`src/hdl/first_fit_segment_allocator_macros.svh`:
```
// Assertion macros used by the allocator module.
`ifndef FIRST_FIT_SEGMENT_ALLOCATOR_MACROS_SVH
`define FIRST_FIT_SEGMENT_ALLOCATOR_MACROS_SVH

// Check an expression at every rising clock edge outside reset.
`define FFSA_CHECK(lbl, expr, msg) \
	lbl: assert property (@(posedge clk) disable iff (!arst_n) (expr)) else $error(msg);

// Check an expression in the cycle after a condition.
`define FFSA_CHECK_NEXT(lbl, cond, expr, msg) \
	lbl: assert property (@(posedge clk) disable iff (!arst_n) (cond) |=> (expr)) else $error(msg);

`endif

```
`src/hdl/ffsa_pkg.sv`:
```
package ffsa_pkg;

	localparam int MAX_SEGMENTS = 16;
	localparam int MAX_ALLOCS   = 32;
	localparam int HEADER_BYTES = 8;
	localparam int ADDR_W       = 32;
	localparam int LEN_W        = 32;
	localparam int ALIGN_W      = 3;
	localparam int ADJ_W        = 9;
	localparam int REC_ADJ_W    = 8;
	localparam int STATUS_W     = 2;
	localparam int SEG_IW       = $clog2(MAX_SEGMENTS);
	localparam int SEG_CW       = $clog2(MAX_SEGMENTS + 1);
	localparam int REC_IW       = (MAX_ALLOCS > 1) ? $clog2(MAX_ALLOCS) : 1;
	localparam int LIVE_W       = 6;
	localparam int CFG_IW       = 2;

	typedef logic [ADDR_W-1:0] addr_t;
	typedef logic [LEN_W-1:0] len_t;
	typedef logic [ADJ_W-1:0] adj_t;
	typedef logic [ALIGN_W-1:0] align_t;
	typedef logic [SEG_IW-1:0] seg_idx_t;
	typedef logic [SEG_CW-1:0] seg_cnt_t;
	typedef logic [LIVE_W-1:0] live_t;
	typedef logic [CFG_IW-1:0] cfg_idx_t;

	typedef enum logic [STATUS_W-1:0] {
		STAT_OK      = 2'd0,
		STAT_NOFIT   = 2'd1,
		STAT_UNKNOWN = 2'd2,
		STAT_FULL    = 2'd3
	} status_t;

	localparam logic OP_ALLOC = 1'b0;
	localparam logic OP_FREE  = 1'b1;

	localparam cfg_idx_t REG_POOL_BASE  = 2'd0;
	localparam cfg_idx_t REG_POOL_BYTES = 2'd1;

	typedef struct packed {
		logic     we;
		seg_idx_t idx;
		addr_t    start;
		len_t     length;
	} seg_wr_t;

	typedef struct packed {
		logic  fits;
		logic  absorb;
		adj_t  adj;
		len_t  total;
		len_t  rem;
		addr_t granted;
		addr_t new_start;
	} fit_t;

endpackage

```
`src/hdl/ffsa_seg_table.sv`:
```
module ffsa_seg_table (
	input  logic                clk,
	input  ffsa_pkg::seg_wr_t   wr,
	input  ffsa_pkg::seg_idx_t  rd_idx,
	output ffsa_pkg::addr_t     rd_start,
	output ffsa_pkg::len_t      rd_len
);
	import ffsa_pkg::*;

	addr_t start_q [MAX_SEGMENTS];
	len_t  len_q   [MAX_SEGMENTS];

	always_ff @(posedge clk) begin
		if (wr.we) begin
			start_q[wr.idx] <= wr.start;
			len_q[wr.idx]   <= wr.length;
		end
	end

	assign rd_start = start_q[rd_idx];
	assign rd_len   = len_q[rd_idx];
endmodule

```
`config.mk`:
```
export PLATFORM = sky130hd
export DESIGN_NAME = ffsa_seg_table
export DESIGN_NICKNAME = d
export VERILOG_FILES = /design/src/hdl/first_fit_segment_allocator_macros.svh /design/src/hdl/ffsa_pkg.sv /design/src/hdl/ffsa_seg_table.sv
export SDC_FILE = /design/constraint.sdc
export NUM_CORES = 1
export LEC_CHECK = 0
export BUFFER_PORTS_ARGS = -buffer_cell sky130_fd_sc_hd__buf_2
export CAP_MARGIN = 20
export CORE_ASPECT_RATIO = 0.9
export CORE_MARGIN = 2
export CORE_UTILIZATION = 33
export CTS_CLUSTER_DIAMETER = 40
export DETAILED_ROUTE_END_ITERATION = 12
export GPL_TIMING_DRIVEN = 0
export PLACE_DENSITY_LB_ADDON = 0.15
export SYNTH_ARGS = -nofsm -noshare
export SYNTH_HDL_FRONTEND = slang
export SYNTH_SLANG_ARGS = --single-unit
```
`constraint.sdc`:
```
create_clock -name clk -period 6.7 [get_ports clk]
set_input_delay 0.335 -clock clk [delete_from_list [all_inputs] [get_ports clk]]
set_output_delay 0.335 -clock clk [all_outputs]
set_load 0.01 [all_outputs]
```
# After elaboration in Yosys (flattened, before gate mapping)
# Memory sizes are Yosys's and may differ from the RTL's.
# Cells that the tools add are included.
# word_totals
ff_bits	0
latchBits	0
ramBits	1024
romBits	0
inputBits	74
out_inout_bits	64
elab_cells	4
n_memories	2
# memory_table
memory	depth	word_bits	read_ports	rd_ports_with_merged_regs	wr	line	source
len_q	16	32	1	0	1	ffsa_seg_table.sv:11	len_t len_q [MAX_SEGMENTS];
start_q	16	32	1	0	1	ffsa_seg_table.sv:10	addr_t start_q [MAX_SEGMENTS];
# op_classes
add_sub_neg	0
n_mul	0
div	0
magnitude_cmp	0
n_eq_ne	0
shift	0
muxes	2
n_bitwise	0
reduce_logical	0
# op_table
operator	n
1-bit 2-to-1 mux	2

# Logic depth before layout (Yosys ltp)
# Gate-level depths: netlist (run 1).
# logic_depth
ltp_word	2
depth_mapped	6
ltp_nobuf	3

# Worst setup path after synthesis (run 1)
# OpenSTA, ideal clock, no wires.
# synth_path
path_type	input -> register
from	input wr[67] (netlist bit)
to	memory len_q[0][0] (netlist bit), enable pin
setup_ns	0.565
arrival_time_ns	5.198
t_required_ns	6.135
path_slack_ns	0.936
path_stages	2
path_buffers	0
cell_sequence	or3b_2 nor3_1
# synth_lines
element	line	source
from (decl)	ffsa_seg_table.sv:3	input ffsa_pkg::seg_wr_t wr,
to (decl)	ffsa_seg_table.sv:11	
# Straight into the memory's write port.

# Worst setup path in the final report (run 1)
# layout_path
from	input rd_idx[3]
to	output rd_start[19]
# layout_between
elab_chain_len	1
# layout_lines
element	line	source
from (decl)	ffsa_seg_table.sv:4	input ffsa_pkg::seg_idx_t rd_idx,
memory 16 x 32 bit	-	
to (decl)	ffsa_seg_table.sv:5	output ffsa_pkg::addr_t rd_start,
# No other way between the ends.

==> impl_metrics.env, run 1 <==
export IMPL_status="complete, no violations"
export IMPL_detail_route_antenna_nets=0
export IMPL_crit_fanout=10
export IMPL_synth_nets=1657
export IMPL_startpoint_type="input pin"
export IMPL_slowest_delay_ns=0.89
export IMPL_drt_total_wl_um=99000
export IMPL_setup_worst_path_start="rd_idx[3]"
export IMPL_start_util=0.333
export IMPL_end_kind="output port"
export IMPL_grt_usage=0.169
export IMPL_grt_pass1_wl_um=143000
export IMPL_grt_max_degree=22
export IMPL_critPathKind="in2out"
export IMPL_vias=18337
export IMPL_hold_buffers=64
export IMPL_combPwrFrac=0.050
export IMPL_fin_cells=3621
export IMPL_drc_errors=0
export IMPL_p_sw_frac=0.209
export IMPL_p_per_area_nw_per_um2=326
export IMPL_intPower_mw=12.4
export IMPL_synth_top_cell_area_share=0.803
export IMPL_clockBufferDepth=3
export IMPL_required_ns=6.36
export IMPL_ir_worst_vdd_mv=0.211
export IMPL_synth_edf_count=1024
export IMPL_p_sw_mw=3.27
export IMPL_synth_area_top_cells="edfxtp_1 80%, mux4_2 15%, a22oi_1 2.5%"
export IMPL_dp_cells=3300
export IMPL_fin_tns_setup_ns=0
export IMPL_hpwl_um=62200
export IMPL_seq_power_share=0.462
export IMPL_worstMarginPinSlew_ns=1.21
export IMPL_dieArea_um2=119000
export IMPL_cts_sinks=1024
export IMPL_rsz0062_at_grt="no"
export IMPL_drt_pass1_iterations=5
export IMPL_cts_inserted_buffers=141
export IMPL_drive_gt1_frac=0.352
export IMPL_clk_pin_slew_ns=0.06
export IMPL_wl_met1_um=44300
export IMPL_synth_most_common_cell="edfxtp_1"
export IMPL_placed_area_um2=42400
export IMPL_synth_cell_types=17
export IMPL_whs_ns=0.0765
export IMPL_wire_per_inst_um=27.3
export IMPL_cp_top_family="buffers and inverters"
export IMPL_layout_nets=2081
export IMPL_period_minus_slack_ns=3.17
export IMPL_portBuffers=135
export IMPL_fin_crit_sh=0.474
export IMPL_ios=138
export IMPL_highest_layer="met5"
export IMPL_yosys_warnings=0
export IMPL_synth_top_area_cell="edfxtp_1"
export IMPL_maxCapViolCount=0
export IMPL_post_cts_resized=0
export IMPL_fp_row_count=118
export IMPL_wl_met2_um=47500
export IMPL_synthToLayoutAreaGrowth_pct=25.0
export IMPL_htree_levels=4
export IMPL_final_util=0.416
export IMPL_netlist_top_cells_count="1024 x edfxtp_1, 256 x mux4_2, 128 x a22oi_1"
export IMPL_antenna_found_initial=8
export IMPL_finalMaxSlewViolations=0
export IMPL_ys_flop_type="edfxtp_1"
export IMPL_async_flop_share=0
export IMPL_netlist_area_um2=38300
export IMPL_final_setup_viol_count=0
export IMPL_coreArea_um2=115000
export IMPL_via_per_inst=5.06
export IMPL_leakagePower_nw=15.5
export IMPL_power_frac_clock=0.488
export IMPL_syn_avg_cell_area_um2=24.2
export IMPL_post_cts_setup_buffers=0
export IMPL_fillers=9979
export IMPL_drt_iter0_drc=1631
export IMPL_critPathBufInv=4
export IMPL_fin_area_um2=47900
export IMPL_fmax_mhz=315
export IMPL_grt_pass1_vias=19988
export IMPL_met3_length_um=5290
export IMPL_cp_data_arrival_time_ns=2.84
export IMPL_crit_path_end="rd_start[19]"
export IMPL_crit_cells=7
export IMPL_crit_path_top_delay_cell="clkbuf_1"
export IMPL_synth_cells=1583
export IMPL_cts_tree="yes"
export IMPL_synth_seq_area_share=0.803
export IMPL_grt_remaining_overflow=0
export IMPL_gp_congestion=0.680
export IMPL_die_h_um=327
export IMPL_finalHoldViolCount=0
export IMPL_path_cells="buf_2, and2_1, clkbuf_1, clkbuf_1, a22oi_1, nand2_1, buf_2"
export IMPL_hold_class="in2reg"
export IMPL_slew_headroom=0.194
export IMPL_ys_seq_elements=1024
export IMPL_cts_root_buf="clkbuf_16"
export IMPL_dieWidth_um=363
-- area by class of cell --
type                       instances  area [um2]  area share
antenna                            1        2.50   0.0000523
multi-input combinational        475        7210       0.151
timing repair buffer             281        2720      0.0568
clock inverter                    94        1220      0.0255
buffer                            84         444     0.00928
tap                             1500        1880      0.0392
clock buffer                     162        3630      0.0758
sequential                      1024       30700       0.643
-- placed cells by master (no fill, tap or decap) --
| master | instances |
|---|---|
| nand2b_1 | 2 |
| clkinv_2 | 19 |
| clkbuf_1 | 59 |
| buf_4 | 19 |
| buf_2 | 145 |
| or3b_2 | 1 |
| mux4_2 | 256 |
| buf_8 | 4 |
| clkinvlp_4 | 10 |
| buf_6 | 42 |
| nor2_2 | 1 |
| dlygate4sd3_1 | 64 |
| nand2_1 | 65 |
| nand3b_1 | 2 |
| a22oi_1 | 128 |
| clkinv_4 | 7 |
| nand3_1 | 1 |
| buf_12 | 29 |
| diode_2 | 1 |
| buf_1 | 10 |
| clkinv_8 | 3 |
| and2_1 | 1 |
| nor2b_1 | 2 |
| clkinv_1 | 15 |
| nor2_4 | 12 |
| clkbuf_16 | 142 |
| inv_6 | 14 |
| bufinv_16 | 24 |
| buf_16 | 13 |
| edfxtp_1 | 1024 |
| nor3_2 | 4 |
| inv_16 | 2 |
-- through the flow --
step	total power, mW	setup WS (ns)
after global routing	16.1	3.34
after global placement	8.08	-5.67
after floorplan	7.74	0.936
after CTS	15.8	3.41
final	15.6	3.53
after detailed placement	8.12	3.42
-- how the worst min path moves through the flow --
stage	slack (ns)	startpoint	cells past startpoint	endpoint
finish	0.08	wr[64]	2	len_q[12][16]
global route	0.06	wr[64]	2	len_q[12][16]
CTS	0.01	wr[64]	2	len_q[12][16]
detailed placement	0.72	wr[26]	1	len_q[9][26]
global placement	0.70	wr[14]	1	len_q[2][14]
floorplan	0.43	wr[0]	0	len_q[0][0]
-- cells by family (layout without fill, tap and decap cells) --
kind of cell / after synthesis / after routing / synth area share
flops: 1024 / 1024 / 0.803
compound gates: 128 / 128 / 0.0251
simple gates: 91 / 91 / 0.00974
buf+inv: 84 / 621 / 0.0116
mux: 256 / 256 / 0.151
other cells: 0 / 1 / 0
-- power groups by stage --
stage / combinational, mW / clock [mW] / sequential (mW)
floorplan: 0.391 / 0 / 7.34
detailed placement: 0.775 / 0 / 7.34
CTS: 0.811 / 7.79 / 7.21
global placement: 0.725 / 0 / 7.36
finish: 0.784 / 7.62 / 7.21
global route: 0.852 / 8.05 / 7.22
-- routing by layer --
metal,global-route usage,up-vias
li1,-,7771
met1,0.236,9921
met2,0.270,487
met3,0.0360,146
met4,0.0448,12
met5,0,-
-- state kept, by name (all words and copies together), names as in the netlist --
name,flops
len_q,512
start_q,512
(Power assumes the default switching activity.)
==> run 2: changes to the inputs <==
==> constraint.sdc (replaced) <==
create_clock -name clk -period 3.1 [get_ports clk]
set_input_delay 0.155 -clock clk [delete_from_list [all_inputs] [get_ports clk]]
set_output_delay 0.155 -clock clk [all_outputs]
set_load 0.01 [all_outputs]
==> impl_metrics.env, run 2 (synthesis gave the netlist of run 1 again) <==
export IMPL_fin_crit_sh=0.884
export IMPL_synthToLayoutAreaGrowth_pct=25.1
export IMPL_clockBufferDepth=3
export IMPL_start_util=0.333
export IMPL_end_kind="output port"
export IMPL_fp_row_count=118
export IMPL_rsz0062_at_grt="no"
export IMPL_gp_congestion=0.676
export IMPL_worstMarginPinSlew_ns=1.11
export IMPL_finalHoldViolCount=0
export IMPL_cts_sinks=1024
export IMPL_dieWidth_um=363
export IMPL_detail_route_antenna_nets=0
export IMPL_grt_pass1_vias=19787
export IMPL_htree_levels=4
export IMPL_hold_class="in2reg"
export IMPL_grt_max_degree=23
export IMPL_seq_area_um2=30700
export IMPL_drt_iter0_drc=1626
export IMPL_drive_gt1_frac=0.347
export IMPL_status="complete, no violations"
export IMPL_post_cts_resized=0
export IMPL_via_per_inst=5.10
export IMPL_fin_ws_ns=0.361
export IMPL_fin_cells=3610
export IMPL_fmax_mhz=365
export IMPL_ir_worst_vdd_mv=0.540
export IMPL_maxCapViolCount=0
export IMPL_portBuffers=135
export IMPL_grt_remaining_overflow=0
export IMPL_top_regs="len_q (512), start_q (512)"
export IMPL_startpoint_type="input pin"
export IMPL_grt_pass1_wl_um=141000
export IMPL_hpwl_um=61100
export IMPL_clk_pin_slew_ns=0.05
export IMPL_preCtsSetupSlack_ns=0.248
export IMPL_hold_buffers=66
export IMPL_grt_usage=0.167
export IMPL_final_common_cell="edfxtp_1"
export IMPL_drt_total_wl_um=97700
export IMPL_final_setup_viol_count=0
export IMPL_finalMaxSlewViolations=0
export IMPL_period_minus_slack_ns=2.74
export IMPL_cts_inserted_buffers=142
export IMPL_dp_cells=3279
export IMPL_drc_errors=0
export IMPL_ios=138
export IMPL_wire_per_inst_um=27.1
export IMPL_die_h_um=327
export IMPL_fillers=9904
export IMPL_critPathKind="in2out"
export IMPL_required_ns=2.94
export IMPL_vias=18400
export IMPL_leakagePower_nw=15.5
export IMPL_p_per_area_nw_per_um2=708
export IMPL_multi_input_area_um2=7240
export IMPL_layout_common_cells="1024 x edfxtp_1, 256 x mux4_2, 152 x clkbuf_16"
export IMPL_cts_root_buf="clkbuf_16"
export IMPL_finalPower_mw=33.9
export IMPL_drt_pass1_iterations=6
export IMPL_cts_tree="yes"
export IMPL_antenna_found_initial=6
export IMPL_dieArea_um2=119000
export IMPL_cp_data_arrival_time_ns=2.58
export IMPL_crit_fanout=10
export IMPL_layout_nets=2063
export IMPL_coreArea_um2=115000
export IMPL_slew_headroom=0.259
export IMPL_post_cts_setup_buffers=0
run 2: changes by cell type in the layout (fill, tap and decap cells not counted), sizes merged:
cell and delta:
clkinv +5, bufinv -3, buf -21, dlygate4sd3 +2
clkbuf +8, clkinvlp +1, inv -4, diode +1
run 2: power breakdown:
group,switching [mW],leakage [nW],internal [mW]
clock network,5.97,2.40,10.7
registers,0.0540,9.25,15.5
logic,1.01,3.80,0.688
total,7.03,15.5,26.9
run 2: stage by stage:
stage | TNS [ns] | utilization | cell area (um2) | hold WS [ns]
after floorplan | -177.41 | - | 38400 | 0.254
after global placement | -2694.07 | 0.356 | 40900 | 0.527
after detailed placement | 0 | 0.368 | 42300 | 0.545
after CTS | 0 | 0.417 | 47900 | 0.00845
after global routing | 0 | 0.417 | 47900 | 0.0539
final | 0 | 0.417 | 47900 | 0.0649
run 2: path summary, 6_finish.rpt:
path	depth (start not counted)	slack [ns]	endpoint	startpoint
worst max-delay path	6	0.36	rd_start[22]	rd_idx[1]
worst min-delay path	2	0.06	len_q[12][16]	wr[64]
run 2: final cells by class:
| type | instances | area share |
|---|---|---|
| tap | 1500 | 0.0392 |
| multi-input combinational | 475 | 0.151 |
| antenna | 2 | 0.000104 |
| clock buffer | 170 | 0.0808 |
| timing repair buffer | 262 | 0.0555 |
| sequential | 1024 | 0.642 |
| clock inverter | 93 | 0.0225 |
| buffer | 84 | 0.00927 |
run 2: metal layers:
layer | global-route usage | part of all wire | up-vias
li1 | - | - | 7743
met4 | 0.0456 | 0.018 | 10
met1 | 0.235 | 0.45 | 9985
met5 | 0 | 0.00064 | -
met2 | 0.263 | 0.48 | 521
met3 | 0.0349 | 0.055 | 141
run 2: worst max-delay path, cell delays in order:
cell and delay (ns):
clkbuf_1 0.70, clkbuf_1 0.78, mux4_2 0.42, a22oi_1 0.26, nand2_1 0.10, buf_2 0.16
==> run 3: changes to the inputs <==
--- a/config.mk
+++ b/config.mk
@@ -7,7 +7,7 @@
 export LEC_CHECK = 0
 export BUFFER_PORTS_ARGS = -buffer_cell sky130_fd_sc_hd__buf_2
 export CAP_MARGIN = 20
-export CORE_ASPECT_RATIO = 0.9
+export CORE_ASPECT_RATIO = 0.5
 export CORE_MARGIN = 2
 export CORE_UTILIZATION = 33
 export CTS_CLUSTER_DIAMETER = 40
==> impl_metrics.env, run 3 (synthesis gave the netlist of run 1 again) <==
export IMPL_drt_iter0_drc=1561
export IMPL_gp_congestion=0.683
export IMPL_ir_worst_vdd_mv=0.450
export IMPL_drt_total_wl_um=99000
export IMPL_hold_class="in2reg"
export IMPL_start_util=0.332
export IMPL_synthToLayoutAreaGrowth_pct=23.2
export IMPL_grt_remaining_overflow=0
export IMPL_final_setup_viol_count=0
export IMPL_clockBufferDepth=3
export IMPL_required_ns=2.94
export IMPL_cts_tree="yes"
export IMPL_via_per_inst=5.04
export IMPL_hpwl_um=62100
export IMPL_slew_headroom=0.266
export IMPL_fin_crit_sh=0.896
export IMPL_period_minus_slack_ns=2.78
export IMPL_worstMarginPinSlew_ns=1.10
export IMPL_fin_area_um2=47200
export IMPL_fp_row_count=88
export IMPL_status="complete, no violations"
export IMPL_cts_root_buf="clkbuf_16"
export IMPL_maxCapViolCount=0
export IMPL_htree_levels=3
export IMPL_post_cts_resized=0
export IMPL_coreArea_um2=115000
export IMPL_wire_per_inst_um=27.5
export IMPL_leakagePower_nw=15.0
export IMPL_drt_pass1_iterations=5
export IMPL_fin_cells=3594
export IMPL_layout_nets=2042
export IMPL_ios=138
export IMPL_startpoint_type="input pin"
export IMPL_p_per_area_nw_per_um2=664
export IMPL_placed_area_um2=42600
export IMPL_dieWidth_um=486
export IMPL_vias=18118
export IMPL_hold_buffers=66
export IMPL_end_kind="output port"
export IMPL_fmax_mhz=360
export IMPL_finalPower_mw=31.3
export IMPL_critPathKind="in2out"
export IMPL_final_common_cell="edfxtp_1"
export IMPL_cts_inserted_buffers=115
export IMPL_post_cts_setup_buffers=0
export IMPL_cp_data_arrival_time_ns=2.62
export IMPL_drc_errors=0
export IMPL_dp_cells=3315
export IMPL_dieArea_um2=119000
export IMPL_detail_route_antenna_nets=0
export IMPL_cts_sinks=1024
export IMPL_top_regs="len_q (512), start_q (512)"
export IMPL_finalHoldViolCount=0
export IMPL_fin_tns_setup_ns=0
export IMPL_die_h_um=245
export IMPL_grt_pass1_wl_um=142000
export IMPL_grt_usage=0.168
export IMPL_crit_fanout=10
export IMPL_rsz0062_at_grt="no"
export IMPL_finalMaxSlewViolations=0
export IMPL_layout_common_cells="1024 x edfxtp_1, 256 x mux4_2, 145 x buf_2"
export IMPL_drive_gt1_frac=0.337
export IMPL_antenna_found_initial=2
export IMPL_grt_pass1_vias=19281
export IMPL_clk_pin_slew_ns=0.06
export IMPL_grt_max_degree=22
export IMPL_portBuffers=135
run 3: cell count changes in the layout (fill, tap and decap cells not counted), sizes merged:
| cell | previous run | this run |
|---|---|---|
| inv | 12 | 10 |
| buf | 241 | 247 |
| bufinv | 21 | 18 |
| clkinv | 49 | 42 |
| clkbuf | 209 | 168 |
| clkinvlp | 11 | 13 |
| diode | 2 | 1 |
run 3: worst paths after layout:
check	start	endpoint	slack (ns)	cells past startpoint
hold / removal	wr[64]	len_q[0][21]	0.05	2
setup / recovery	rd_idx[2]	rd_len[27]	0.32	7
run 3: critical path, cell delays in order:
cell	delay, ns
buf_2	0.12
nor2b_1	0.14
buf_1	0.83
clkbuf_1	0.78
a22oi_1	0.21
nand2_1	0.21
buf_2	0.16
run 3: report_power, final:
| part | internal [mW] | switching (mW) |
|---|---|---|
| combinational | 0.700 | 0.997 |
| clock | 8.35 | 5.70 |
| sequential | 15.5 | 0.0553 |
run 3: routing by layer:
layer,GRT usage,routed length (um)
met1,0.231,44400
met2,0.281,49100
met3,0.0315,4050
met4,0.0329,1420
met5,0,26
run 3: stage by stage:
stage / setup slack (ns) / hold WS [ns] / utilization
floorplan: -0.749 / 0.254 / -
global placement: -4.88 / 0.538 / 0.356
detailed placement: 0.264 / 0.547 / 0.370
CTS: 0.287 / 0.000686 / 0.409
global route: 0.264 / 0.0310 / 0.409
finish: 0.324 / 0.0482 / 0.409
run 3: cell type report:
class | instances | area (um2)
Buffer | 84 | 444
Clock buffer | 129 | 2930
Multi-Input combinational cell | 475 | 7240
Fill cell | 10078 | 68000
Clock inverter | 83 | 987
Timing Repair Buffer | 268 | 2900
Antenna cell | 1 | 2.50
Sequential cell | 1024 | 30700
Tap cell | 1530 | 1910
