[src/hdl/first_fit_segment_allocator_macros.svh]
// Assertion macros used by the allocator module.
`ifndef FIRST_FIT_SEGMENT_ALLOCATOR_MACROS_SVH
`define FIRST_FIT_SEGMENT_ALLOCATOR_MACROS_SVH

// Check an expression at every rising clock edge outside reset.
`define FFSA_CHECK(lbl, expr, msg) \
	lbl: assert property (@(posedge clk) disable iff (!arst_n) (expr)) else $error(msg);

// Check an expression in the cycle after a condition.
`define FFSA_CHECK_NEXT(lbl, cond, expr, msg) \
	lbl: assert property (@(posedge clk) disable iff (!arst_n) (cond) |=> (expr)) else $error(msg);

`endif

[src/hdl/ffsa_pkg.sv]
package ffsa_pkg;

	localparam int MAX_SEGMENTS = 16;
	localparam int MAX_ALLOCS   = 32;
	localparam int HEADER_BYTES = 8;
	localparam int ADDR_W       = 32;
	localparam int LEN_W        = 32;
	localparam int ALIGN_W      = 3;
	localparam int ADJ_W        = 9;
	localparam int REC_ADJ_W    = 8;
	localparam int STATUS_W     = 2;
	localparam int SEG_IW       = $clog2(MAX_SEGMENTS);
	localparam int SEG_CW       = $clog2(MAX_SEGMENTS + 1);
	localparam int REC_IW       = (MAX_ALLOCS > 1) ? $clog2(MAX_ALLOCS) : 1;
	localparam int LIVE_W       = 6;
	localparam int CFG_IW       = 2;

	typedef logic [ADDR_W-1:0] addr_t;
	typedef logic [LEN_W-1:0] len_t;
	typedef logic [ADJ_W-1:0] adj_t;
	typedef logic [ALIGN_W-1:0] align_t;
	typedef logic [SEG_IW-1:0] seg_idx_t;
	typedef logic [SEG_CW-1:0] seg_cnt_t;
	typedef logic [LIVE_W-1:0] live_t;
	typedef logic [CFG_IW-1:0] cfg_idx_t;

	typedef enum logic [STATUS_W-1:0] {
		STAT_OK      = 2'd0,
		STAT_NOFIT   = 2'd1,
		STAT_UNKNOWN = 2'd2,
		STAT_FULL    = 2'd3
	} status_t;

	localparam logic OP_ALLOC = 1'b0;
	localparam logic OP_FREE  = 1'b1;

	localparam cfg_idx_t REG_POOL_BASE  = 2'd0;
	localparam cfg_idx_t REG_POOL_BYTES = 2'd1;

	typedef struct packed {
		logic     we;
		seg_idx_t idx;
		addr_t    start;
		len_t     length;
	} seg_wr_t;

	typedef struct packed {
		logic  fits;
		logic  absorb;
		adj_t  adj;
		len_t  total;
		len_t  rem;
		addr_t granted;
		addr_t new_start;
	} fit_t;

endpackage

[src/hdl/ffsa_fit.sv]
module ffsa_fit (
	input  ffsa_pkg::addr_t  seg_start,
	input  ffsa_pkg::len_t   seg_len,
	input  ffsa_pkg::len_t   req_size,
	input  ffsa_pkg::align_t align_log2,
	output ffsa_pkg::fit_t   fit
);
	import ffsa_pkg::*;

	adj_t           al_m1;
	adj_t           adj0;
	adj_t           need;
	adj_t           up;
	adj_t           adj;
	logic [LEN_W:0] total_w;

	always_comb begin
		al_m1 = (ADJ_W'(1) << align_log2) - ADJ_W'(1);
		adj0  = (ADJ_W'(~seg_start[ADJ_W-1:0]) + ADJ_W'(1)) & al_m1;
		need  = ADJ_W'(HEADER_BYTES) - adj0;
		up    = ((need + al_m1) >> align_log2) << align_log2;
		adj   = (adj0 < ADJ_W'(HEADER_BYTES)) ? adj0 + up : adj0;
		total_w = {1'b0, req_size} + (LEN_W+1)'(adj);
		fit.adj       = adj;
		fit.total     = total_w[LEN_W-1:0];
		fit.fits      = {1'b0, seg_len} >= total_w;
		fit.rem       = seg_len - total_w[LEN_W-1:0];
		fit.absorb    = fit.rem <= LEN_W'(HEADER_BYTES);
		fit.granted   = seg_start + ADDR_W'(adj);
		fit.new_start = seg_start + ADDR_W'(total_w[LEN_W-1:0]);
	end
endmodule

[config.mk]
export PLATFORM = sky130hd
export DESIGN_NAME = ffsa_fit
export DESIGN_NICKNAME = d
export VERILOG_FILES = /design/src/hdl/first_fit_segment_allocator_macros.svh /design/src/hdl/ffsa_pkg.sv /design/src/hdl/ffsa_fit.sv
export SDC_FILE = /design/constraint.sdc
export NUM_CORES = 1
export LEC_CHECK = 0
export ABC_CLOCK_PERIOD_IN_PS = 10150
export BUFFER_PORTS_ARGS = -buffer_cell sky130_fd_sc_hd__buf_2
export CORE_UTILIZATION = 52
export DETAILED_ROUTE_END_ITERATION = 7
export GPL_TIMING_DRIVEN = 0
export PLACE_DENSITY_LB_ADDON = 0.1
export SLEW_MARGIN = 20
export SYNTH_ARGS = -nofsm -noshare
export SYNTH_HDL_FRONTEND = slang
export SYNTH_SLANG_ARGS = --single-unit
[constraint.sdc]
create_clock -name vclk -period 10.15
set_input_delay 1.015 -clock vclk [all_inputs]
set_output_delay 1.015 -clock vclk [all_outputs]
set_load 0.01 [all_outputs]
# ---- Word-level counts from Yosys, hierarchy flattened
# Cells that the tools add are included.
dict set report word_totals {
  regBits 0
  latchBits 0
  mem_bits_rw 0
  rom_bits 0
  in_bits 99
  out_inout_bits 139
  elab_cells 18
  mem_count 0
}
dict set report op_classes {
  add_sub_neg 9
  n_mul 0
  n_div 0
  order_cmp 3
  n_eq_ne 0
  shift 3
  mux 1
  bitwise_logic 2
  reduce_logical 0
}
# cell count
set ops {}
lappend ops {{adder 32 x 9 -> 33 bit} 1}
lappend ops {{>= comparator 32 x 33 -> 1 bit} 1}
lappend ops {{adder 32 bit} 1}
lappend ops {{adder 32 x 9 -> 32 bit} 1}
lappend ops {{<= comparator 32 x 4 -> 1 bit, second input constant} 1}
lappend ops {{subtractor 32 bit} 1}
lappend ops {{adder 9 bit} 2}
lappend ops {{adder 9 x 1 -> 9 bit, second input constant} 1}
lappend ops {{bitwise AND 9 bit} 1}
lappend ops {{less-than comparator 9 x 4 -> 1 bit, second input constant} 1}
lappend ops {{2-to-1 mux 9 bit} 1}
lappend ops {{inverter 9 bit} 1}
lappend ops {{left shift 1 x 3 -> 9 bit, first input constant} 1}
lappend ops {{left shift 9 x 3 -> 9 bit} 1}
lappend ops {{right shift 9 x 3 -> 9 bit} 1}
lappend ops {{subtractor 4 x 9 -> 9 bit, first input constant} 1}
lappend ops {{subtractor 9 x 2 -> 9 bit, second input constant} 1}

# ---- Depth between registers and ports, before layout
# Gate-level depths: netlist (run 1).
dict set report depth {
  depth_word 12
  depth_mapped 39
  mapped_depth_nobuf 37
}

# ---- Worst setup path after synthesis (run 1)
# Ideal clock, no wire load.
dict set report synth_timing {
  path_type {in2out}
  startpoint {in align_log2[2]}
  endpoint {out fit[137] (netlist bit)}
  arrival_time_ps 9035
  required_ps 9135
  setup_slack_ps 100
  stages 37
  path_buffers 1
  cell_sequence {clkbuf_1 or3_1 ha_1 or2_2 ha_1 inv_1 fa_1 a211oi_1 ha_1 a21o_1 a21oi_1 nor2b_1 o21ai_0 nand2b_1 a21o_1 a21oi_1 xnor2_1 o21bai_1 ha_1 a21oi_1 nor2_1 a31oi_1 inv_1 nand3_1 xnor2_1 inv_1 ha_1 a2111oi_2 o21ai_1 o21ai_1 o21a_1 nor3_1 a311o_1 or4_1 nor4b_2 or4b_1 nor4_2}
}
# element line_no
set synth_rtl {}
lappend synth_rtl {{start: declaration} ffsa_fit.sv:5} ;# input ffsa_pkg::align_t align_log2,
lappend synth_rtl {{end: declaration} ffsa_fit.sv:6} ;# output ffsa_pkg::fit_t fit

==> results of run 1 <==
## layout make-up
type / count / area (um2)
well taps: 140 / 175
multi-input cells: 758 / 6030
repair buffers: 266 / 1410
fillers: 930 / 2960
plain buffers: 10 / 43.8
inverters: 70 / 263
diodes: 1 / 2.50
## final timing paths
kind,slack (ps),endpoint,depth (start not counted),from
worst min-delay path,2320,fit[63],3,seg_start[31]
worst max-delay path,350,fit[137],39,align_log2[2]
## logic make-up after synthesis
logic type	synth area share, %
compound gates	26.4
xor+xnor	20.6
fa+ha+maj	23.2
buf+inv	5.27
mux	0.581
other cells	0.129
simple gates	23.8
## per-stage QoR
| step | setup WS [ps] | setup TNS (ps) | util [%] | instance area (um2) |
|---|---|---|---|---|
| after detailed placement | -833 | -1310 | 66.0 | 7180 |
| after global placement | -753 | -1040 | 66.0 | 7180 |
| after floorplan | 99.9 | 0 | - | 5820 |
| final | 345 | 0 | 72.8 | 7930 |
| after global routing | -72.4 | -72.4 | 72.8 | 7930 |
| after CTS | 1.08 | 0 | 70.3 | 7660 |
## power by group through the flow
stage / clock [W] / combinational [W] / sequential, W
final: 0.0000000000132 / 0.00123 / 0
after global routing: 0.0000000000132 / 0.00134 / 0
after CTS: 0 / 0.00118 / 0
after detailed placement: 0 / 0.00114 / 0
after global placement: 0 / 0.00113 / 0
after floorplan: 0 / 0.000779 / 0
## layer usage
layer / part of all wire (%) / wire length [um] / vias to the layer above / track usage (%)
met5: 0 / 0 / - / 0
met4: 2.1 / 397 / 0 / 5.38
met3: 6.3 / 1210 / 25 / 1.39
met2: 45 / 8630 / 269 / 49.7
met1: 47 / 9010 / 3242 / 45.4
li1: - / - / 3575 / -
## tightest hold or removal path: stages
cell and delay [ps]:
buf_2 100, xnor2_1 60, buf_2 130
## repair_timing
item	in CTS	in global routing
gates resized for setup	59	46
pin swaps	19	34
endpoints found under the setup margin	6	7
setup buffers	21	8
endpoints found under the hold margin	0	0
cloned	0	0
## layout by cell type, fill, tap and decap left out, types with 12 or more instances in the layout
master    synthesis  layout
buf_2             2     239
ha_1             98      83
xnor2_1          87      78
inv_1            70      66
nor2_1           71      64
a21oi_1          69      63
nand2_1          62      61
xor2_1           50      44
o21ai_0          38      32
buf_4             0      29
a21o_1           26      26
nor3_1           25      22
o21bai_1         22      21
nand3_1          24      21
nand4_1          16      16
nor2b_1          13      12
o21a_1           12      12
o211ai_1         12      12
==> impl_metrics.prom, run 1 <==
# TYPE chip_impl_metric gauge
chip_impl_info{name="outcome",value="finished clean"} 1
chip_impl_metric{name="hold_slack",unit="ps"} 2320
chip_impl_metric{name="combPwrFrac",unit="%"} 100.0
chip_impl_metric{name="drt_first_pass_iters",unit=""} 5
chip_impl_metric{name="timing.final.hold_violations",unit=""} 0
chip_impl_metric{name="maximum_number_of_pins_on_one_net_before_global_route_repair",unit=""} 11
chip_impl_metric{name="cellInternalPower",unit="W"} 0.000528
chip_impl_metric{name="design_power_total",unit="W"} 0.00123
chip_impl_metric{name="maxSlewHeadroom",unit="%"} 54.9
chip_impl_metric{name="critical_path.n_buffers_inverters",unit=""} 6
chip_impl_info{name="synth.largest_area_cell",value="ha_1"} 1
chip_impl_metric{name="height_of_the_chip",unit="um"} 108
chip_impl_info{name="holdCritPathClass",value="in -> out"} 1
chip_impl_metric{name="io-pin-count",unit=""} 238
chip_impl_metric{name="layout-area-overhead-vs-synth",unit="%"} 36.3
chip_impl_metric{name="initial_core_util",unit="%"} 53.4
chip_impl_info{name="crit_path_top_delay_cell",value="or4b_4"} 1
chip_impl_metric{name="seq_cells",unit=""} 0
chip_impl_metric{name="globalplace.congestion",unit=""} 0.936
chip_impl_metric{name="count_of_nets_left_with_antenna_violations_after_detail_routing",unit=""} 0
chip_impl_info{name="synth_top_cells_by_count",value="ha_1 (98), xnor2_1 (87), nor2_1 (71)"} 1
chip_impl_metric{name="drc",unit=""} 0
chip_impl_info{name="yosys.cell_count.top_type",value="ha_1"} 1
chip_impl_metric{name="maximum_resistive_drop_on_vdd",unit="mV"} 0.169
chip_impl_metric{name="port_buffers",unit=""} 237
chip_impl_metric{name="synth_sequential_area_ratio",unit="%"} 0
chip_impl_metric{name="grt_pass1_wl",unit="um"} 29200
chip_impl_metric{name="cellLeakagePower",unit="nW"} 3.96
chip_impl_metric{name="std_cell_rows",unit=""} 38
chip_impl_metric{name="power-per-cell-area",unit="nW/um2"} 155
chip_impl_metric{name="ys.warnings.count",unit=""} 0
chip_impl_metric{name="cts_hold_repair.buffers",unit=""} 0
chip_impl_metric{name="synth_top_cell_area_share",unit="%"} 21.1
chip_impl_metric{name="worst_path_largest_cell_delay",unit="ps"} 480
chip_impl_info{name="path_class",value="in -> out"} 1
chip_impl_metric{name="crit_arrival",unit="ps"} 8790
chip_impl_metric{name="finalWorstPathRequiredPeriod",unit="ps"} 9800
chip_impl_metric{name="detailed_place_hpwl",unit="um"} 15700
chip_impl_metric{name="max_cap_violations",unit=""} 0
chip_impl_metric{name="max_freq",unit="MHz"} 102
chip_impl_metric{name="die-width",unit="um"} 108
chip_impl_metric{name="residual_overflow_from_global_routing",unit=""} 0
chip_impl_metric{name="fin_nets",unit=""} 1309
chip_impl_metric{name="sequentialPowerShare",unit="%"} 0
chip_impl_metric{name="setup_viol",unit=""} 0
chip_impl_metric{name="layout-drive-gt1-share",unit="%"} 32.8
chip_impl_metric{name="stdcell_count",unit=""} 1245
chip_impl_metric{name="p_clk_share",unit="%"} 0
chip_impl_info{name="worst_setup_path_start_kind",value="input port"} 1
chip_impl_metric{name="fp.coreArea",unit="um2"} 10900
chip_impl_metric{name="p_switching",unit="W"} 0.000698
chip_impl_metric{name="regArea",unit="um2"} 0
chip_impl_metric{name="detailroute.via_count",unit=""} 7111
chip_impl_metric{name="first_iter_violations",unit=""} 440
chip_impl_metric{name="netlist-cell-type-count",unit=""} 64
chip_impl_info{name="setup.worst_path.end_class",value="output port"} 1
chip_impl_metric{name="wl_per_cell",unit="um"} 15.5
chip_impl_info{name="critPathTopFamily",value="simple AND/OR/NAND/NOR gates"} 1
chip_impl_metric{name="min_period_over_period",unit="%"} 96.6
chip_impl_metric{name="global_route_usage_sum",unit="%"} 30.9
chip_impl_metric{name="syn-cell-area",unit="um2"} 5810
chip_impl_metric{name="crit_path_max_fanout",unit=""} 10
chip_impl_metric{name="via_count_of_the_first_global_routing_pass",unit=""} 6183
chip_impl_metric{name="die_area",unit="um2"} 11600
chip_impl_metric{name="slew_viol_final",unit=""} 0
chip_impl_metric{name="routed_via_density",unit=""} 5.71
chip_impl_metric{name="wl",unit="um"} 19300
chip_impl_metric{name="syn_avg_cell_area",unit="um2"} 6.95
chip_impl_metric{name="dp_cells",unit=""} 1216
chip_impl_metric{name="clock_buffers",unit=""} 0
chip_impl_metric{name="number_of_antenna_violations_at_the_first_check_in_global_routing",unit=""} 1
chip_impl_metric{name="worst-slew-pin-transition",unit="ps"} 670
chip_impl_info{name="cp_common_cell",value="ha_4"} 1
chip_impl_metric{name="cp.required",unit="ps"} 9140
chip_impl_info{name="post_synth_main_area_contributors",value="ha_1 (21%), xnor2_1 (13%), xor2_1 (7.5%)"} 1
chip_impl_metric{name="netSwitchingFraction",unit="%"} 57.0
chip_impl_metric{name="synthCells",unit=""} 837
(Power assumes the default switching activity.)
==> run 2, diff against run 1 <==
--- a/config.mk
+++ b/config.mk
@@ -6,7 +6,7 @@
 export NUM_CORES = 1
 export LEC_CHECK = 0
 export ABC_CLOCK_PERIOD_IN_PS = 10150
-export BUFFER_PORTS_ARGS = -buffer_cell sky130_fd_sc_hd__buf_2
+export BUFFER_PORTS_ARGS = -buffer_cell sky130_fd_sc_hd__clkbuf_2
 export CORE_UTILIZATION = 52
 export DETAILED_ROUTE_END_ITERATION = 7
 export GPL_TIMING_DRIVEN = 0
==> run 2 against run 1 <==
Sequential cell count unchanged. Utilization decreased by 0.53 points. Highest routed layer unchanged. Global-route usage about the same. Critical path depth unchanged. Non-clock buffer count increased by 2. Wire length decreased by 0.42%. Largest cell class unchanged. Fmax decreased by 0.87%. Power increased by 0.70%. Final area decreased by 0.73%. Count of clock-buffer cells in the layout unchanged.
==> impl_metrics.prom, run 2 (synthesized netlist as in run 1, its figures left out) <==
# TYPE chip_impl_metric gauge
chip_impl_info{name="outcome",value="finished clean"} 1
chip_impl_metric{name="dp_cells",unit=""} 1216
chip_impl_metric{name="number_of_antenna_violations_at_the_first_check_in_global_routing",unit=""} 0
chip_impl_metric{name="cellLeakagePower",unit="nW"} 4.04
chip_impl_metric{name="layout-drive-gt1-share",unit="%"} 31.7
chip_impl_metric{name="initial_core_util",unit="%"} 53.4
chip_impl_metric{name="regArea",unit="um2"} 0
chip_impl_metric{name="global_route_usage_sum",unit="%"} 30.9
chip_impl_metric{name="seq_cells",unit=""} 0
chip_impl_info{name="commonest_non_fill_non_tap_cells_in_the_layout",value="clkbuf_2 (237), ha_1 (88), xnor2_1 (77)"} 1
chip_impl_info{name="holdCritPathClass",value="in -> out"} 1
chip_impl_metric{name="crit_arrival",unit="ps"} 8880
chip_impl_metric{name="layout-area-overhead-vs-synth",unit="%"} 35.3
chip_impl_info{name="worst_hold_path.endpoint",value="fit[63]"} 1
chip_impl_metric{name="worst_path_largest_cell_delay",unit="ps"} 540
chip_impl_metric{name="hold_depth",unit=""} 3
chip_impl_metric{name="worst-slew-pin-transition",unit="ps"} 760
chip_impl_metric{name="cp.required",unit="ps"} 9140
chip_impl_metric{name="maximum_number_of_pins_on_one_net_before_global_route_repair",unit=""} 11
chip_impl_metric{name="clock_buffers",unit=""} 0
chip_impl_info{name="setup.worst_path.end_class",value="output port"} 1
chip_impl_metric{name="die-width",unit="um"} 108
chip_impl_metric{name="via_count_of_the_first_global_routing_pass",unit=""} 6211
chip_impl_metric{name="antenna-diode-count",unit=""} 0
chip_impl_metric{name="residual_overflow_from_global_routing",unit=""} 0
chip_impl_metric{name="fin_nets",unit=""} 1311
chip_impl_metric{name="slew_viol_final",unit=""} 0
chip_impl_info{name="layout_commonest_cell",value="clkbuf_2"} 1
chip_impl_metric{name="detailroute.via_count",unit=""} 7131
chip_impl_metric{name="port_buffers",unit=""} 237
chip_impl_info{name="crit_path_top_delay_cell",value="or4_1"} 1
chip_impl_metric{name="crit_path_max_fanout",unit=""} 10
chip_impl_metric{name="drt_first_pass_iters",unit=""} 5
chip_impl_metric{name="wl",unit="um"} 19200
chip_impl_metric{name="routed_via_density",unit=""} 5.72
chip_impl_metric{name="std_cell_rows",unit=""} 38
chip_impl_metric{name="count_of_nets_left_with_antenna_violations_after_detail_routing",unit=""} 0
chip_impl_metric{name="io-pin-count",unit=""} 238
chip_impl_info{name="worst_setup_path_start_kind",value="input port"} 1
chip_impl_metric{name="maximum_resistive_drop_on_vdd",unit="mV"} 0.163
chip_impl_info{name="timing.hold.worst.start",value="seg_start[31]"} 1
chip_impl_metric{name="height_of_the_chip",unit="um"} 108
chip_impl_info{name="path_class",value="in -> out"} 1
chip_impl_metric{name="grt_pass1_wl",unit="um"} 29200
chip_impl_metric{name="power-per-cell-area",unit="nW/um2"} 157
chip_impl_metric{name="max_cap_violations",unit=""} 0
chip_impl_info{name="cp_common_cell",value="inv_1"} 1
chip_impl_metric{name="die_area",unit="um2"} 11600
chip_impl_metric{name="max_freq",unit="MHz"} 101
chip_impl_metric{name="stdcell_count",unit=""} 1246
chip_impl_metric{name="pre_cts_slack",unit="ps"} -880
chip_impl_metric{name="wl_per_cell",unit="um"} 15.4
chip_impl_metric{name="postLayoutSetupSlackWorst",unit="ps"} 259
chip_impl_metric{name="first_iter_violations",unit=""} 436
chip_impl_metric{name="fp.coreArea",unit="um2"} 10900
chip_impl_metric{name="globalplace.congestion",unit=""} 0.931
chip_impl_metric{name="detailed_place_hpwl",unit="um"} 16100
chip_impl_metric{name="layout_fillers",unit=""} 976
chip_impl_metric{name="tns",unit="ps"} 0
chip_impl_metric{name="min_period_over_period",unit="%"} 97.5
chip_impl_metric{name="design_power_total",unit="W"} 0.00123
chip_impl_info{name="rsz0062_at_grt",value="yes"} 1
chip_impl_metric{name="drc",unit=""} 0
chip_impl_metric{name="setup_viol",unit=""} 0
chip_impl_metric{name="finalWorstPathRequiredPeriod",unit="ps"} 9890
chip_impl_metric{name="timing.final.hold_violations",unit=""} 0
chip_impl_metric{name="maxSlewHeadroom",unit="%"} 48.8
chip_impl_metric{name="share_of_the_core_filled_with_cells",unit="%"} 72.3
chip_impl_info{name="crit_start",value="align_log2[2]"} 1
chip_impl_metric{name="cts_hold_repair.buffers",unit=""} 0
[run 2: per-layer routing]
metal | vias up | global-route usage [%] | routed length (um)
met5 | - | 0 | 0
li1 | 3563 | - | -
met4 | 0 | 6.56 | 419
met2 | 292 | 50.4 | 8610
met3 | 28 | 1.82 | 1330
met1 | 3248 | 44.3 | 8820
[run 2: worst max-delay path, delay by kind of cell]
family                   cells  cell delay, ps
AND/OR/NAND/NOR             14            3230
adder cells (fa/ha/maj)      6            1780
AO/OA/AOI/OAI               10            1700
buffers and inverters        6             620
XOR/XNOR                     3             520
[run 2: layout make-up]
| class | instances | area (um2) | area share [%] |
|---|---|---|---|
| inverter | 70 | 263 | 3.34 |
| timing repair buffer | 269 | 1430 | 18.2 |
| multi-input combinational | 758 | 5960 | 75.7 |
| tap | 140 | 175 | 2.23 |
| buffer | 9 | 45.0 | 0.572 |
[run 2: how the worst max path moves through the flow]
stage | endpoint | depth (start not counted)
after floorplan | fit[137] | 37
after global placement | fit[137] | 40
after detailed placement | fit[137] | 40
after CTS | fit[137] | 38
after global routing | fit[137] | 39
final | fit[137] | 39
[run 2: what timing repair did]
item,4_1_cts,5_1_grt
setup buffers,15,17
pin swaps,19,49
hold endpoints to repair,0,0
resized for setup,54,39
endpoints found under the setup margin,7,4
[run 2: metrics by stage]
step | instance area (um2) | hold slack (ps)
floorplan | 5820 | 2110
global placement | 7180 | 2320
detailed placement | 7180 | 2320
CTS | 7570 | 2320
global route | 7870 | 2340
finish | 7870 | 2320
[run 2: power breakdown]
part	internal, W	total [W]	switching [W]
Sequential	0	0	0
Clock	0	0	0
Combinational	0.000528	0.00123	0.000707
==> run 3, diff against run 2 <==
--- a/config.mk
+++ b/config.mk
@@ -6,9 +6,9 @@
 export NUM_CORES = 1
 export LEC_CHECK = 0
 export ABC_CLOCK_PERIOD_IN_PS = 10150
-export BUFFER_PORTS_ARGS = -buffer_cell sky130_fd_sc_hd__clkbuf_2
-export CORE_UTILIZATION = 52
+export CORE_UTILIZATION = 65
 export DETAILED_ROUTE_END_ITERATION = 7
+export DONT_BUFFER_PORTS = 1
 export GPL_TIMING_DRIVEN = 0
 export PLACE_DENSITY_LB_ADDON = 0.1
 export SLEW_MARGIN = 20
==> run 3 against run 2 <==
Final area decreased by 12%. Hold slack got worse by 210 ps. Sequential cell count unchanged. Count of clock-buffer cells in the layout did not move. Combinational power decreased by 12%. Critical path type unchanged. Largest cell class unchanged.
==> impl_metrics.prom, run 3 (synthesized netlist as in run 1, its figures left out) <==
# TYPE chip_impl_metric gauge
chip_impl_metric{name="count_of_nets_left_with_antenna_violations_after_detail_routing",unit=""} 0
chip_impl_metric{name="design_power_total",unit="W"} 0.00108
chip_impl_info{name="setup.worst_path.end_class",value="output port"} 1
chip_impl_metric{name="placed_area",unit="um2"} 5960
chip_impl_metric{name="fin_nets",unit=""} 1073
chip_impl_metric{name="worst-slew-pin-transition",unit="ps"} 704
chip_impl_metric{name="antenna-diode-count",unit=""} 0
chip_impl_info{name="crit_path_top_delay_cell",value="or4_4"} 1
chip_impl_metric{name="cellLeakagePower",unit="nW"} 3.07
chip_impl_info{name="holdCritPathClass",value="in -> out"} 1
chip_impl_metric{name="height_of_the_chip",unit="um"} 96.6
chip_impl_info{name="path_class",value="in -> out"} 1
chip_impl_metric{name="residual_overflow_from_global_routing",unit=""} 0
chip_impl_metric{name="first_iter_violations",unit=""} 396
chip_impl_metric{name="layout-area-overhead-vs-synth",unit="%"} 18.6
chip_impl_metric{name="die_area",unit="um2"} 9330
chip_impl_metric{name="wl_per_cell",unit="um"} 20.5
chip_impl_metric{name="finalWorstPathRequiredPeriod",unit="ps"} 9960
chip_impl_info{name="commonest_non_fill_non_tap_cells_in_the_layout",value="ha_1 (82), xnor2_1 (76), nor2_1 (63), a21oi_1 (63), inv_1 (62)"} 1
chip_impl_metric{name="grt_pass1_wl",unit="um"} 27800
chip_impl_metric{name="number_of_antenna_violations_at_the_first_check_in_global_routing",unit=""} 0
chip_impl_metric{name="detailed_place_hpwl",unit="um"} 15900
chip_impl_info{name="layout_commonest_cell",value="ha_1"} 1
chip_impl_metric{name="global_route_usage_sum",unit="%"} 37.8
chip_impl_info{name="worst_setup_path_start_kind",value="input port"} 1
chip_impl_metric{name="crit_arrival",unit="ps"} 8950
chip_impl_metric{name="maximum_resistive_drop_on_vdd",unit="mV"} 0.0954
chip_impl_metric{name="min_period_over_period",unit="%"} 98.1
chip_impl_metric{name="timing.final.hold_violations",unit=""} 0
chip_impl_metric{name="std_cell_rows",unit=""} 34
chip_impl_metric{name="regArea",unit="um2"} 0
chip_impl_metric{name="detailroute.via_count",unit=""} 6617
chip_impl_metric{name="setup_viol",unit=""} 0
chip_impl_metric{name="drt_first_pass_iters",unit=""} 5
chip_impl_metric{name="drc",unit=""} 0
chip_impl_metric{name="crit_path_max_fanout",unit=""} 5
chip_impl_metric{name="layout-drive-gt1-share",unit="%"} 15.2
chip_impl_metric{name="wl",unit="um"} 20000
chip_impl_metric{name="postLayoutSetupSlackWorst",unit="ps"} 189
chip_impl_metric{name="cp.required",unit="ps"} 9140
chip_impl_metric{name="power-per-cell-area",unit="nW/um2"} 157
chip_impl_metric{name="port_buffers",unit=""} 0
chip_impl_metric{name="max_freq",unit="MHz"} 100
chip_impl_metric{name="final_cell_area",unit="um2"} 6900
chip_impl_metric{name="hold_slack",unit="ps"} 2110
chip_impl_metric{name="clock_buffers",unit=""} 0
chip_impl_metric{name="pre_cts_slack",unit="ps"} -1100
chip_impl_metric{name="die-width",unit="um"} 96.6
chip_impl_metric{name="seq_cells",unit=""} 0
chip_impl_metric{name="cts_hold_repair.buffers",unit=""} 0
chip_impl_metric{name="initial_core_util",unit="%"} 67.0
chip_impl_metric{name="max_cap_violations",unit=""} 0
chip_impl_metric{name="globalplace.congestion",unit=""} 0.990
chip_impl_metric{name="worst_path_largest_cell_delay",unit="ps"} 580
chip_impl_metric{name="fp.coreArea",unit="um2"} 8680
chip_impl_metric{name="maxSlewHeadroom",unit="%"} 52.6
chip_impl_info{name="cp_common_cell",value="ha_4"} 1
chip_impl_info{name="rsz0062_at_grt",value="yes"} 1
chip_impl_metric{name="via_count_of_the_first_global_routing_pass",unit=""} 5695
chip_impl_metric{name="maximum_number_of_pins_on_one_net_before_global_route_repair",unit=""} 11
chip_impl_info{name="crit_start",value="align_log2[1]"} 1
chip_impl_info{name="timing.hold.worst.start",value="seg_start[26]"} 1
chip_impl_metric{name="io-pin-count",unit=""} 238
chip_impl_metric{name="slew_viol_final",unit=""} 0
chip_impl_info{name="outcome",value="finished clean"} 1
chip_impl_metric{name="routed_via_density",unit=""} 6.78
[run 3: changes by cell type in the layout (fill, tap and decap cells not counted), sizes merged]
cell | previous run | this run
clkbuf | 242 | 6
buf | 36 | 34
[run 3: power breakdown]
part | internal (W) | total, W | switching (W)
clock network | 0 | 0 | 0
registers | 0 | 0 | 0
logic | 0.000403 | 0.00108 | 0.000678
total | 0.000403 | 0.00108 | 0.000678
[run 3: stage by stage]
step                instances  TNS (ps)  utilization [%]
finish                    976         0             79.5
global route              976      -297             79.5
CTS                       957         0             73.9
detailed placement        947     -2450             68.6
global placement          947     -1330             68.6
floorplan                 839         0                -
[run 3: area by class of cell]
class | instances | area (um2)
tap | 108 | 135
timing repair buffer | 30 | 225
inverter | 70 | 265
buffer | 10 | 63.8
multi-input combinational | 758 | 6210
fill | 637 | 1780
[run 3: critical path, delay by kind of cell]
family	cells	cell delay [ps]
AOI/OAI and AO/OA	12	2660
xor gates and xnor gates	2	440
adders and majority gates	6	1640
buffers and inverters	3	260
muxes	1	340
and+or+nand+nor	9	2570
[run 3: worst paths after layout]
kind | endpoint | slack, ps | depth (start not counted)
hold / removal | fit[58] | 2110 | 1
setup / recovery | fit[137] | 190 | 33
[run 3: routing by layer]
layer  wire length [um]  GRT usage, %  vias to the layer above
li1                   -             -                     3086
met2               9140          60.8                      394
met1               7870          50.8                     3071
met4                773          11.4                        0
met3               2250          7.43                       66
met5                  0             0                        -
[run 3: what timing repair did]
item,4_1_cts,5_1_grt
resized for setup,73,59
endpoints found under the setup margin,8,6
pin swaps,27,56
setup buffers,11,20
